### src/rtl/core/pvr_pkg.sv
// ----------------------------------------------------------------------------
// PI voltage regulator package
// Shared widths, reset values, item kinds, register indexes and the
// configuration bundle handed from the register file to the loop.
// ----------------------------------------------------------------------------
package pvr_pkg;

   localparam int FRAC_BITS      = 16;
   localparam int GAIN_W         = 24;
   localparam int MV_W           = 16;
   localparam int CODE_W         = 16;
   localparam int CSR_IDX_W      = 3;
   localparam int CSR_DATA_W     = 24;
   localparam int TARGET_JUMP_MV = 500;

   localparam logic [GAIN_W-1:0] KP_RESET          = 24'd65536;
   localparam logic [GAIN_W-1:0] KI_RESET          = 24'd6554;
   localparam logic [CODE_W-1:0] FLOOR_RESET       = 16'd0;
   localparam logic [CODE_W-1:0] CEILING_RESET     = 16'd4095;
   localparam logic [CODE_W-1:0] BOUND_RESET       = 16'd4095;
   localparam logic              ENABLE_RESET      = 1'b0;
   localparam logic [MV_W-1:0]   TOLERANCE_RESET   = 16'd50;
   localparam logic [MV_W-1:0]   TARGET_CEIL_RESET = 16'd3300;

   typedef enum logic [1:0] {
      KIND_MEASURE    = 2'd0,
      KIND_SET_TARGET = 2'd1,
      KIND_RESET_LOOP = 2'd2
   } kind_type;

   typedef enum logic [CSR_IDX_W-1:0] {
      REG_KP          = 3'd0,
      REG_KI          = 3'd1,
      REG_FLOOR       = 3'd2,
      REG_CEILING     = 3'd3,
      REG_BOUND       = 3'd4,
      REG_ENABLE      = 3'd5,
      REG_TOLERANCE   = 3'd6,
      REG_TARGET_CEIL = 3'd7
   } csr_index_type;

   typedef struct packed {
      logic [GAIN_W-1:0] kp;
      logic [GAIN_W-1:0] ki;
      logic [CODE_W-1:0] floor_code;
      logic [CODE_W-1:0] ceiling_code;
      logic [CODE_W-1:0] bound;
      logic              enable;
      logic [MV_W-1:0]   tolerance;
      logic [MV_W-1:0]   target_ceil;
      logic              clear_acc;
   } cfg_type;

endpackage

### src/rtl/core/pi_voltage_regulator.sv
// ----------------------------------------------------------------------------
// PI voltage regulator
// One-channel PI loop with anti-windup that turns voltage samples into a
// drive code.
// ----------------------------------------------------------------------------
// The block takes one item per clock cycle while results are taken, and returns
// exactly one result item for each, in order. An accepted item lands in an
// input register; once the result register is free or being emptied, the PI
// update (two gain multiplies, the integrator clamp, the output clamp and the
// anti-windup undo) runs in one pass of logic, writes the loop state and loads
// the result register. Throughput is one item per cycle while rsp_ready holds,
// set by that single update pass, which also closes the integrator feedback.
// The result register decouples the two sides: while a result waits for
// rsp_ready, the block still takes one further item into its input register.
// Configuration registers are written through the csr_ port, which never
// stalls; a write to either gain clears the integrator. Write configuration
// only while no item is in flight.

module pi_voltage_regulator #(
   parameter int FRAC_BITS = pvr_pkg::FRAC_BITS
) (
   input  logic                              clock,
   input  logic                              reset,

   input  logic                              req_valid,
   output logic                              req_ready,
   input  logic [1:0]                        req_kind,
   input  logic [pvr_pkg::MV_W-1:0]          req_millivolts,
   input  logic                              req_short_fault,

   output logic                              rsp_valid,
   input  logic                              rsp_ready,
   output logic [pvr_pkg::CODE_W-1:0]        rsp_drive_code,
   output logic                              rsp_stable,

   input  logic                              csr_valid,
   output logic                              csr_ready,
   input  logic [pvr_pkg::CSR_IDX_W-1:0]     csr_index,
   input  logic [pvr_pkg::CSR_DATA_W-1:0]    csr_data
);

   pvr_pkg::cfg_type cfg;

   // Input register.
   logic                       in_valid_ff, in_valid_in;
   logic [1:0]                 in_kind_ff;
   logic [pvr_pkg::MV_W-1:0]   in_mv_ff;
   logic                       in_fault_ff;

   // Result register.
   logic                       out_valid_ff, out_valid_in;
   logic [pvr_pkg::CODE_W-1:0] out_code_ff;
   logic                       out_stable_ff;

   logic                       req_take;
   logic                       advance;
   logic [pvr_pkg::CODE_W-1:0] next_code;
   logic                       next_stable;

   // The item in the input register moves on when the result register is free
   // or is being emptied in the same cycle.
   assign advance      = in_valid_ff && (!out_valid_ff || rsp_ready);
   assign req_ready    = !in_valid_ff || advance;
   assign req_take     = req_valid && req_ready;
   assign in_valid_in  = req_take || (in_valid_ff && !advance);
   assign out_valid_in = advance || (out_valid_ff && !rsp_ready);
   assign csr_ready    = 1'b1;

   pvr_csr u_pvr_csr (
      .clock     (clock),
      .reset     (reset),
      .csr_valid (csr_valid),
      .csr_index (csr_index),
      .csr_data  (csr_data),
      .cfg       (cfg)
   );

   pvr_loop #(
      .FRAC_BITS (FRAC_BITS)
   ) u_pvr_loop (
      .clock       (clock),
      .reset       (reset),
      .fire        (advance),
      .kind        (in_kind_ff),
      .millivolts  (in_mv_ff),
      .short_fault (in_fault_ff),
      .cfg         (cfg),
      .drive_code  (next_code),
      .stable      (next_stable)
   );

   always_ff @(posedge clock) begin
      if (reset) begin
         in_valid_ff  <= 1'b0;
         out_valid_ff <= 1'b0;
      end else begin
         in_valid_ff  <= in_valid_in;
         out_valid_ff <= out_valid_in;
      end
   end

   always_ff @(posedge clock) begin
      if (req_take) begin
         in_kind_ff  <= req_kind;
         in_mv_ff    <= req_millivolts;
         in_fault_ff <= req_short_fault;
      end
      if (advance) begin
         out_code_ff   <= next_code;
         out_stable_ff <= next_stable;
      end
   end

   assign rsp_valid      = out_valid_ff;
   assign rsp_drive_code = out_code_ff;
   assign rsp_stable     = out_stable_ff;

endmodule

### src/rtl/core/pvr_csr.sv
// ----------------------------------------------------------------------------
// PI voltage regulator register file
// Holds the eight configuration registers and flags gain writes, which
// clear the integrator.
// ----------------------------------------------------------------------------
module pvr_csr (
   input  logic                              clock,
   input  logic                              reset,
   input  logic                              csr_valid,
   input  logic [pvr_pkg::CSR_IDX_W-1:0]     csr_index,
   input  logic [pvr_pkg::CSR_DATA_W-1:0]    csr_data,
   output pvr_pkg::cfg_type                  cfg
);

   logic [pvr_pkg::GAIN_W-1:0] kp_ff;
   logic [pvr_pkg::GAIN_W-1:0] ki_ff;
   logic [pvr_pkg::CODE_W-1:0] floor_ff;
   logic [pvr_pkg::CODE_W-1:0] ceiling_ff;
   logic [pvr_pkg::CODE_W-1:0] bound_ff;
   logic                       enable_ff;
   logic [pvr_pkg::MV_W-1:0]   tolerance_ff;
   logic [pvr_pkg::MV_W-1:0]   target_ceil_ff;

   always_ff @(posedge clock) begin
      if (reset) begin
         kp_ff          <= pvr_pkg::KP_RESET;
         ki_ff          <= pvr_pkg::KI_RESET;
         floor_ff       <= pvr_pkg::FLOOR_RESET;
         ceiling_ff     <= pvr_pkg::CEILING_RESET;
         bound_ff       <= pvr_pkg::BOUND_RESET;
         enable_ff      <= pvr_pkg::ENABLE_RESET;
         tolerance_ff   <= pvr_pkg::TOLERANCE_RESET;
         target_ceil_ff <= pvr_pkg::TARGET_CEIL_RESET;
      end else if (csr_valid) begin
         unique case (pvr_pkg::csr_index_type'(csr_index))
            pvr_pkg::REG_KP:          kp_ff          <= csr_data;
            pvr_pkg::REG_KI:          ki_ff          <= csr_data;
            pvr_pkg::REG_FLOOR:       floor_ff       <= csr_data[pvr_pkg::CODE_W-1:0];
            pvr_pkg::REG_CEILING:     ceiling_ff     <= csr_data[pvr_pkg::CODE_W-1:0];
            pvr_pkg::REG_BOUND:       bound_ff       <= csr_data[pvr_pkg::CODE_W-1:0];
            pvr_pkg::REG_ENABLE:      enable_ff      <= csr_data[0];
            pvr_pkg::REG_TOLERANCE:   tolerance_ff   <= csr_data[pvr_pkg::MV_W-1:0];
            pvr_pkg::REG_TARGET_CEIL: target_ceil_ff <= csr_data[pvr_pkg::MV_W-1:0];
            default: ;
         endcase
      end
   end

   always_comb begin
      cfg.kp           = kp_ff;
      cfg.ki           = ki_ff;
      cfg.floor_code   = floor_ff;
      cfg.ceiling_code = ceiling_ff;
      cfg.bound        = bound_ff;
      cfg.enable       = enable_ff;
      cfg.tolerance    = tolerance_ff;
      cfg.target_ceil  = target_ceil_ff;
      cfg.clear_acc    = csr_valid &&
                         (csr_index == pvr_pkg::REG_KP || csr_index == pvr_pkg::REG_KI);
   end

endmodule

### src/rtl/core/pvr_loop.sv
// ----------------------------------------------------------------------------
// PI voltage regulator loop
// Control state and the combinational PI update: error, both gain products,
// integrator clamp, output clamp, anti-windup undo and the stable flag.
// ----------------------------------------------------------------------------
module pvr_loop #(
   parameter int FRAC_BITS = pvr_pkg::FRAC_BITS
) (
   input  logic                          clock,
   input  logic                          reset,
   input  logic                          fire,
   input  logic [1:0]                    kind,
   input  logic [pvr_pkg::MV_W-1:0]      millivolts,
   input  logic                          short_fault,
   input  pvr_pkg::cfg_type              cfg,
   output logic [pvr_pkg::CODE_W-1:0]    drive_code,
   output logic                          stable
);

   localparam int MV_W   = pvr_pkg::MV_W;
   localparam int CODE_W = pvr_pkg::CODE_W;
   localparam int PROD_W = pvr_pkg::GAIN_W + MV_W + 2;
   localparam int BND_W  = CODE_W + FRAC_BITS + 1;
   // Headroom: after an undo the accumulator may sit one increment past the bound.
   localparam int ACC_W  = ((PROD_W > BND_W) ? PROD_W : BND_W) + 2;
   localparam int SUM_W  = ACC_W + 1;
   localparam int PAD_A  = ACC_W - CODE_W - FRAC_BITS;
   localparam int PAD_S  = SUM_W - CODE_W - FRAC_BITS;
   localparam logic signed [MV_W:0] JUMP = (MV_W+1)'(pvr_pkg::TARGET_JUMP_MV);

   logic [MV_W-1:0]         target_ff, target_in;
   logic [MV_W-1:0]         measured_ff, measured_in;
   logic signed [ACC_W-1:0] acc_ff, acc_in;
   logic [CODE_W-1:0]       held_ff, held_in;

   logic signed [MV_W:0]     err;
   logic signed [PROD_W-1:0] p_term, inc;
   logic signed [ACC_W-1:0]  bnd, acc_add, acc_clamped, acc_meas;
   logic signed [SUM_W-1:0]  hi, lo, sum, sum_clamped;
   logic                     undo;
   logic [MV_W-1:0]          target_sat;
   logic signed [MV_W:0]     jump_diff, stab_diff;
   logic [MV_W:0]            stab_abs;

   // PI datapath for a measurement item.
   always_comb begin
      err     = $signed({1'b0, target_ff}) - $signed({1'b0, millivolts});
      p_term  = $signed({1'b0, cfg.kp}) * err;
      inc     = $signed({1'b0, cfg.ki}) * err;

      bnd     = $signed({{PAD_A{1'b0}}, cfg.bound, {FRAC_BITS{1'b0}}});
      acc_add = acc_ff + ACC_W'(inc);
      if (acc_add > bnd) begin
         acc_clamped = bnd;
      end else if (acc_add < -bnd) begin
         acc_clamped = -bnd;
      end else begin
         acc_clamped = acc_add;
      end

      hi  = $signed({{PAD_S{1'b0}}, cfg.ceiling_code, {FRAC_BITS{1'b0}}});
      lo  = $signed({{PAD_S{1'b0}}, cfg.floor_code, {FRAC_BITS{1'b0}}});
      sum = SUM_W'(p_term) + SUM_W'(acc_clamped);
      // Ceiling is tested first, so a floor above the ceiling still yields a limit.
      if (sum > hi) begin
         sum_clamped = hi;
      end else if (sum < lo) begin
         sum_clamped = lo;
      end else begin
         sum_clamped = sum;
      end

      undo     = (err > 0 && sum_clamped >= hi) || (err < 0 && sum_clamped <= lo);
      acc_meas = undo ? (acc_clamped - ACC_W'(inc)) : acc_clamped;
   end

   // Next state per item kind.
   always_comb begin
      target_in   = target_ff;
      measured_in = measured_ff;
      acc_in      = acc_ff;
      held_in     = held_ff;
      target_sat  = (millivolts > cfg.target_ceil) ? cfg.target_ceil : millivolts;
      jump_diff   = $signed({1'b0, target_sat}) - $signed({1'b0, measured_ff});
      unique case (kind)
         pvr_pkg::KIND_MEASURE: begin
            measured_in = millivolts;
            if (!cfg.enable || short_fault) begin
               acc_in  = '0;
               held_in = '0;
            end else begin
               acc_in  = acc_meas;
               held_in = sum_clamped[FRAC_BITS +: CODE_W];
            end
         end
         pvr_pkg::KIND_SET_TARGET: begin
            target_in = target_sat;
            if (jump_diff > JUMP || jump_diff < -JUMP) begin
               acc_in = '0;
            end
         end
         pvr_pkg::KIND_RESET_LOOP: begin
            acc_in  = '0;
            held_in = '0;
         end
         default: ;
      endcase

      stab_diff  = $signed({1'b0, target_in}) - $signed({1'b0, measured_in});
      stab_abs   = stab_diff[MV_W] ? unsigned'(-stab_diff) : unsigned'(stab_diff);
      stable     = cfg.enable && (stab_abs <= {1'b0, cfg.tolerance});
      drive_code = held_in;
   end

   always_ff @(posedge clock) begin
      if (reset) begin
         target_ff   <= '0;
         measured_ff <= '0;
         acc_ff      <= '0;
         held_ff     <= '0;
      end else begin
         if (fire) begin
            target_ff   <= target_in;
            measured_ff <= measured_in;
            held_ff     <= held_in;
         end
         if (cfg.clear_acc) begin
            acc_ff <= '0;
         end else if (fire) begin
            acc_ff <= acc_in;
         end
      end
   end

endmodule

### config.mk
export PLATFORM = sky130hd
export DESIGN_NAME = pi_voltage_regulator
export DESIGN_NICKNAME = d
export VERILOG_FILES = /design/src/rtl/core/pvr_pkg.sv /design/src/rtl/core/pi_voltage_regulator.sv /design/src/rtl/core/pvr_csr.sv /design/src/rtl/core/pvr_loop.sv
export SDC_FILE = /design/constraint.sdc
export NUM_CORES = 2
export LEC_CHECK = 0
export BUFFER_PORTS_ARGS = -buffer_cell sky130_fd_sc_hd__clkbuf_2
export CORE_MARGIN = 3
export CORE_UTILIZATION = 25
export DETAILED_ROUTE_END_ITERATION = 7
export GPL_ROUTABILITY_DRIVEN = 0
export PLACE_DENSITY = 0.5
export SYNTH_ARGS = -nofsm -noshare
export SYNTH_HDL_FRONTEND = slang
export SYNTH_SLANG_ARGS = --single-unit
### constraint.sdc
create_clock -name clock -period 32.7 [get_ports clock]
set_input_delay 3.27 -clock clock [delete_from_list [all_inputs] [get_ports clock]]
set_output_delay 3.27 -clock clock [all_outputs]
set_load 0.03 [all_outputs]
# Word-level counts from Yosys, hierarchy flattened
# Cells that the tools add are included.
# W data, S select, Z words.
# totals
reg_bits,259
elab_cells,99
out_inout_bits,20
# op_classes
n_eq_ne,10
n_mul,2
n_mux,14
n_lt_le_gt_ge,12
n_reduce_logical,34
n_addsub,8
# ops
operator,count
$mux W44,5
$pmux W44 S3,1
$mux W45,2
$mul A25 B17 Y42,2
$mux W16,4
$sub A16 B16 Y17,3
$add A42 B44 Y45,1
$ge A45 B33 Y1,1
$gt A45 B33 Y1,1
$le A45 B33 Y1,1
$lt A45 B33 Y1,1
$add A44 B42 Y44,1
$gt A44 B33 Y1,1
$lt A44 B44 Y1,1
$neg A32 Y44,1
$sub A44 B42 Y44,1
$pmux W16 S2,1
$gt A17 B1 Y1 const B,1
$gt A17 B10 Y1 const B,1
$le A17 B16 Y1,1
$lt A17 B1 Y1 const B,1
$lt A17 B10 Y1 const B,1
$mux W17,1
$neg A17 Y17,1
other kinds (16),45

# Logic depth before layout (Yosys ltp)
# depth
word_depth,16
depth_mapped,123
depth_no_buf,115

# Modules after synthesis
# A second synthesis with hierarchy kept.
# unflattened
hier_cells,6121
area_unflattened_um2,51226.6
# by_module_without_submodules
mod,seq_area_each_um2,instances,cells_each,area_each_um2
pvr_loop,1841.8,1,5598,44934.3
pvr_csr,2582.5,1,475,5096.1
pi_voltage_regulator,1121.1,1,48,1196.1

# Least setup slack after synthesis
# No wires, ideal clock.
# synth_timing
kind,register to register
startpoint,reg in_mv_ff[4] in the netlist's numbering
endpoint,reg u_pvr_loop.acc_ff[25]
slack_ps,9047
setup_ps,130
synth_period_minus_slack_ps,23653
arrival_time_ps,23523
n_path_buf,8
path_stages_with_launch,118
required_ps,32570
cell_sequence,edfxtp_1 > inv_1 > ha_1 > and2_1 > a311oi_1 > nand3_1 > a31oi_1 > o211ai_1 > o31ai_1 > nand2_1 > o211ai_1 > clkbuf_1 > clkbuf_1 > nand2_1 > fa_1 > fa_1 > inv_1 > fa_1 > [82 not listed] > inv_1 > ha_1 > nor2b_1 > o21a_1 > o21a_1 > o21ai_0 > nand2b_1 > a21oi_1 > o21ai_0 > a2111oi_0 > nand2_1 > nor4_1 > o221a_2 > o32ai_2 > buf_2 > buf_2 > a32oi_1 > o31ai_1
# synth_via
elab_chain_cells,16
# synth_rtl
element,line_no,rtl
from (decl),pi_voltage_regulator.sv:47,logic [pvr_pkg::MV_W-1:0] in_mv_ff;
from (signal assigned),pi_voltage_regulator.sv:105,in_mv_ff <= req_millivolts;
$sub A16 B16 Y17,pvr_loop.sv:47,"err = $signed({1'b0, target_ff}) - $signed({1'b0, millivolts});"
$mul A25 B17 Y42,pvr_loop.sv:49,"inc = $signed({1'b0, cfg.ki}) * err;"
$add A44 B42 Y44,pvr_loop.sv:52,acc_add = acc_ff + ACC_W'(inc);
$lt A44 B44 Y1,pvr_loop.sv:55,end else if (acc_add < -bnd) begin
$mux W44,pvr_loop.sv:55,
$mux W44,pvr_loop.sv:53,if (acc_add > bnd) begin
$add A42 B44 Y45,pvr_loop.sv:63,sum = SUM_W'(p_term) + SUM_W'(acc_clamped);
$lt A45 B33 Y1,pvr_loop.sv:67,end else if (sum < lo) begin
$mux W45,pvr_loop.sv:67,
$mux W45,pvr_loop.sv:65,if (sum > hi) begin
$ge A45 B33 Y1 / $le A45 B33 Y1 (equally long branches),pvr_loop.sv:73,undo = (err > 0 && sum_clamped >= hi) || (err < 0 && sum_clamped <= lo);
$logic_and A1 B1 Y1,pvr_loop.sv:73,
$logic_or A1 B1 Y1,pvr_loop.sv:73,
$mux W44,pvr_loop.sv:74,acc_meas = undo ? (acc_clamped - ACC_W'(inc)) : acc_clamped;
$mux W44,pvr_loop.sv:88,if (!cfg.enable || short_fault) begin
$pmux W44 S3,pvr_loop.sv:85,unique case (kind)
to (signal assigned),pvr_loop.sv:130,acc_ff <= acc_in;
to (decl),pvr_loop.sv:33,"logic signed [ACC_W-1:0] acc_ff, acc_in;"
# Parallel ways exist; a longest one is shown, timed or not.
# A chain may end at the register's enable or synchronous reset.

# Final worst setup path
# layout_timing
startpoint,reg in_mv_ff[4] in the netlist's numbering
endpoint,reg u_pvr_loop.acc_ff[39]
# Same word-level chain as after synthesis.

==> impl_metrics.json <==
{
  "slew_headroom": 0.0572,
  "die_x_um": 457,
  "setup_viol": 0,
  "antenna_found_initial": 13,
  "io_buffers": 69,
  "synth_fa_ha_area_frac": 0.418,
  "maxCapViolations": 0,
  "cpMostUsedCell": "fa_1",
  "crit_family": "compound AO/OA/AOI/OAI gates",
  "dp_slack_ns": 3.73,
  "timing.fmax_ghz": 0.0338,
  "timing_worst_setup_path_type": "flop to flop",
  "core_area_um2": 201000,
  "ys_top_cells_by_area": "fa_1, ha_1, dfxtp_1",
  "synth_area_per_cell_um2": 8.16,
  "cts_buffer_depth": 3,
  "synthDistinctLibCells": 94,
  "hold_violations": 0,
  "cts_tree": "yes",
  "dieArea_um2": 209000,
  "dpl.hpwl_um": 139000,
  "grt_use_total": 0.166,
  "grt_pass1_vias": 43785,
  "critical_path_buf_inv_count": 13,
  "drtPass1Iterations": 8,
  "via_per_inst": 4.83,
  "critPathCaptureType": "flop",
  "clkTransAtPathRegs_ns": 0.06,
  "synthMuxAreaShare": 0.0191,
  "crit_path_top_delay_cell": "a21oi_1",
  "cts_buffers": 38,
  "synth-main-ff-cell": "dfxtp_1",
  "fin_crit_sh": 0.904,
  "ctsRootBufferMaster": "clkbuf_16",
  "drc": 0,
  "syn_to_final_growth_pct": 9.36,
  "die_h_um": 457,
  "htreeDepth": 2,
  "final_util": 0.277,
  "vias": 42706,
  "worst_pin_slew_ns": 1.40,
  "cts_hold_buf": 0,
  "clk-insertion-delay-late_ns": 0.60,
  "top_level_ports": 71,
  "instances_no_fill": 8837,
  "syn-cell-area_um2": 50800,
  "fin_nets": 7471,
  "initial_core_util": 0.253,
  "synth_edf_count": 36,
  "drive_above_1_share": 0.0483,
  "final_period_minus_worst_setup_slack_ns": 29.57,
  "rsz0062_at_grt": "false",
  "layout_setup_ws_ns": 3.13,
  "synth_compound_area_frac": 0.132,
  "drtIter0Drc": 3054,
  "synth_top_area_frac": 0.278,
  "max_stage_delay_ns": 0.88,
  "syn_inst": 6228,
  "gr-total-overflow": 0,
  "dp_cells": 8762,
  "synth_nets": 7553,
  "outcome": "completed",
  "grt_max_degree": 82,
  "synth_warnings": 0,
  "ctsResizeCount": 0,
  "synth-simple-area-share": 0.180,
  "seq_area_frac_synth": 0.109,
  "setup_tns_ns": 0,
  "drt-total-wl_um": 174000,
  "slew_violations": 0,
  "crit_fanout": 49,
  "post_drt_wl_per_cell_um": 19.7,
  "synth_seq_cells": 259,
  "synth_top_family_by_area": "adder cells",
  "clock-sinks": 259,
  "synth-xor-area-share": 0.0355,
  "row_count": 164,
  "hold_class": "flop to flop",
  "required_ns": 33.21,
  "cp.arrival_ns": 30.08,
  "ant_nets": 0,
  "clock_skew_ns": 0.0335,
  "critPathLaunchType": "flop",
  "postSynth.asyncResetShare": 0,
  "grt_pass1_wl_um": 269000,
  "cts_setup_buffers": 0,
  "yosysTopAreaCell": "fa_1"
}
layer usage:
metal / global-route usage / part of all wire
met5: 0 / 0
met3: 0.0199 / 0.057
met4: 0.0601 / 0.041
met2: 0.267 / 0.45
met1: 0.229 / 0.45
cell usage in the layout (no fill, tap or decap), types with 30 or more instances in the layout:
cell	n
clkbuf_16	39
inv_1	1145
nor2_1	237
a211oi_1	38
mux2i_1	72
nand2_1	936
a21oi_1	321
xnor2_1	126
o21bai_1	34
nand4_1	45
a21o_1	110
nand3b_1	32
fa_1	705
o21ai_0	185
nand3_1	60
clkbuf_2	68
o211ai_1	30
nor2b_1	98
buf_4	92
edfxtp_1	36
xor2_1	68
and3_1	67
nor3_1	43
ha_1	567
o21a_1	65
and2_1	201
nand2b_1	114
dfxtp_1	223
kinds of logic after synthesis:
kind of cell	after synthesis
compound gates	1034
xor+xnor	206
fa+ha+maj	1274
buf+inv	1432
flops	259
mux	94
other cells	1
simple gates	1928
final timing paths:
kind	from	end	slack, ns	cells past startpoint
hold reg to reg	u_pvr_csr.floor_ff[13]$_SDFFE_PP0P_	u_pvr_csr.floor_ff[13]$_SDFFE_PP0P_	0.45	2
setup reg to reg	in_mv_ff[4]$_DFFE_PP_	u_pvr_loop.acc_ff[39]$_SDFFE_PP0P_	3.13	106
hold / removal	u_pvr_csr.floor_ff[13]$_SDFFE_PP0P_	u_pvr_csr.floor_ff[13]$_SDFFE_PP0P_	0.45	2
setup / recovery	in_mv_ff[4]$_DFFE_PP_	u_pvr_loop.acc_ff[39]$_SDFFE_PP0P_	3.13	106
cell usage after synthesis (22+ instances only):
| library cell | count |
|---|---|
| xor2_1 | 72 |
| nor2b_1 | 98 |
| nor4_1 | 24 |
| ha_1 | 568 |
| nand2_1 | 936 |
| nand2b_1 | 114 |
| o21bai_1 | 35 |
| fa_1 | 706 |
| and2_1 | 201 |
| nand4_1 | 45 |
| nand3_1 | 60 |
| mux2_2 | 22 |
| mux2i_1 | 72 |
| xnor2_1 | 134 |
| o21a_1 | 66 |
| dfxtp_1 | 223 |
| nor2_1 | 237 |
| nor3_1 | 45 |
| edfxtp_1 | 36 |
| a21oi_1 | 321 |
| or3_1 | 24 |
| a211oi_1 | 38 |
| nand3b_1 | 32 |
| a31oi_1 | 25 |
| o211ai_1 | 30 |
| a21o_1 | 110 |
| inv_1 | 1145 |
| o21ai_0 | 185 |
| and3_1 | 67 |
| clkbuf_1 | 247 |
cell type report:
cell class	instances	area [um2]
diodes	6	15.0
clock buffers	50	1040
clock inverters	19	234
fillers	21498	145000
inverters	1149	4310
multi-input cells	4537	40100
flip-flops and latches	259	5550
well taps	2656	3320
repair buffers	161	1040
state kept, by name (all words and copies together) (netlist names), 2 cells and up:
signal	flops
u_pvr_loop.held_ff	16
u_pvr_csr.ki_ff	24
u_pvr_loop.measured_ff	16
u_pvr_csr.tolerance_ff	16
u_pvr_csr.ceiling_ff	16
in_kind_ff	2
u_pvr_loop.acc_ff	44
u_pvr_csr.target_ceil_ff	16
u_pvr_loop.target_ff	16
u_pvr_csr.kp_ff	24
in_mv_ff	16
rsp_drive_code	16
u_pvr_csr.bound_ff	16
u_pvr_csr.floor_ff	16
per-stage QoR:
stage / hold WS [ns] / cell area, um2
6_report: 0.455 / 55600
5_1_grt: 0.470 / 55600
3_5_place_dp: 0.447 / 54300
2_1_floorplan: 0.432 / 50800
3_3_place_gp: 0.443 / 54300
4_1_cts: 0.455 / 55600
worst min-delay path, cell delays in order (launching register included):
cell	delay, ns
dfxtp_1	0.31
nand2_1	0.05
a21oi_1	0.05
Power is not shown: default switching activity piles up to over one toggle a cycle in this logic, so the estimate is an artifact.
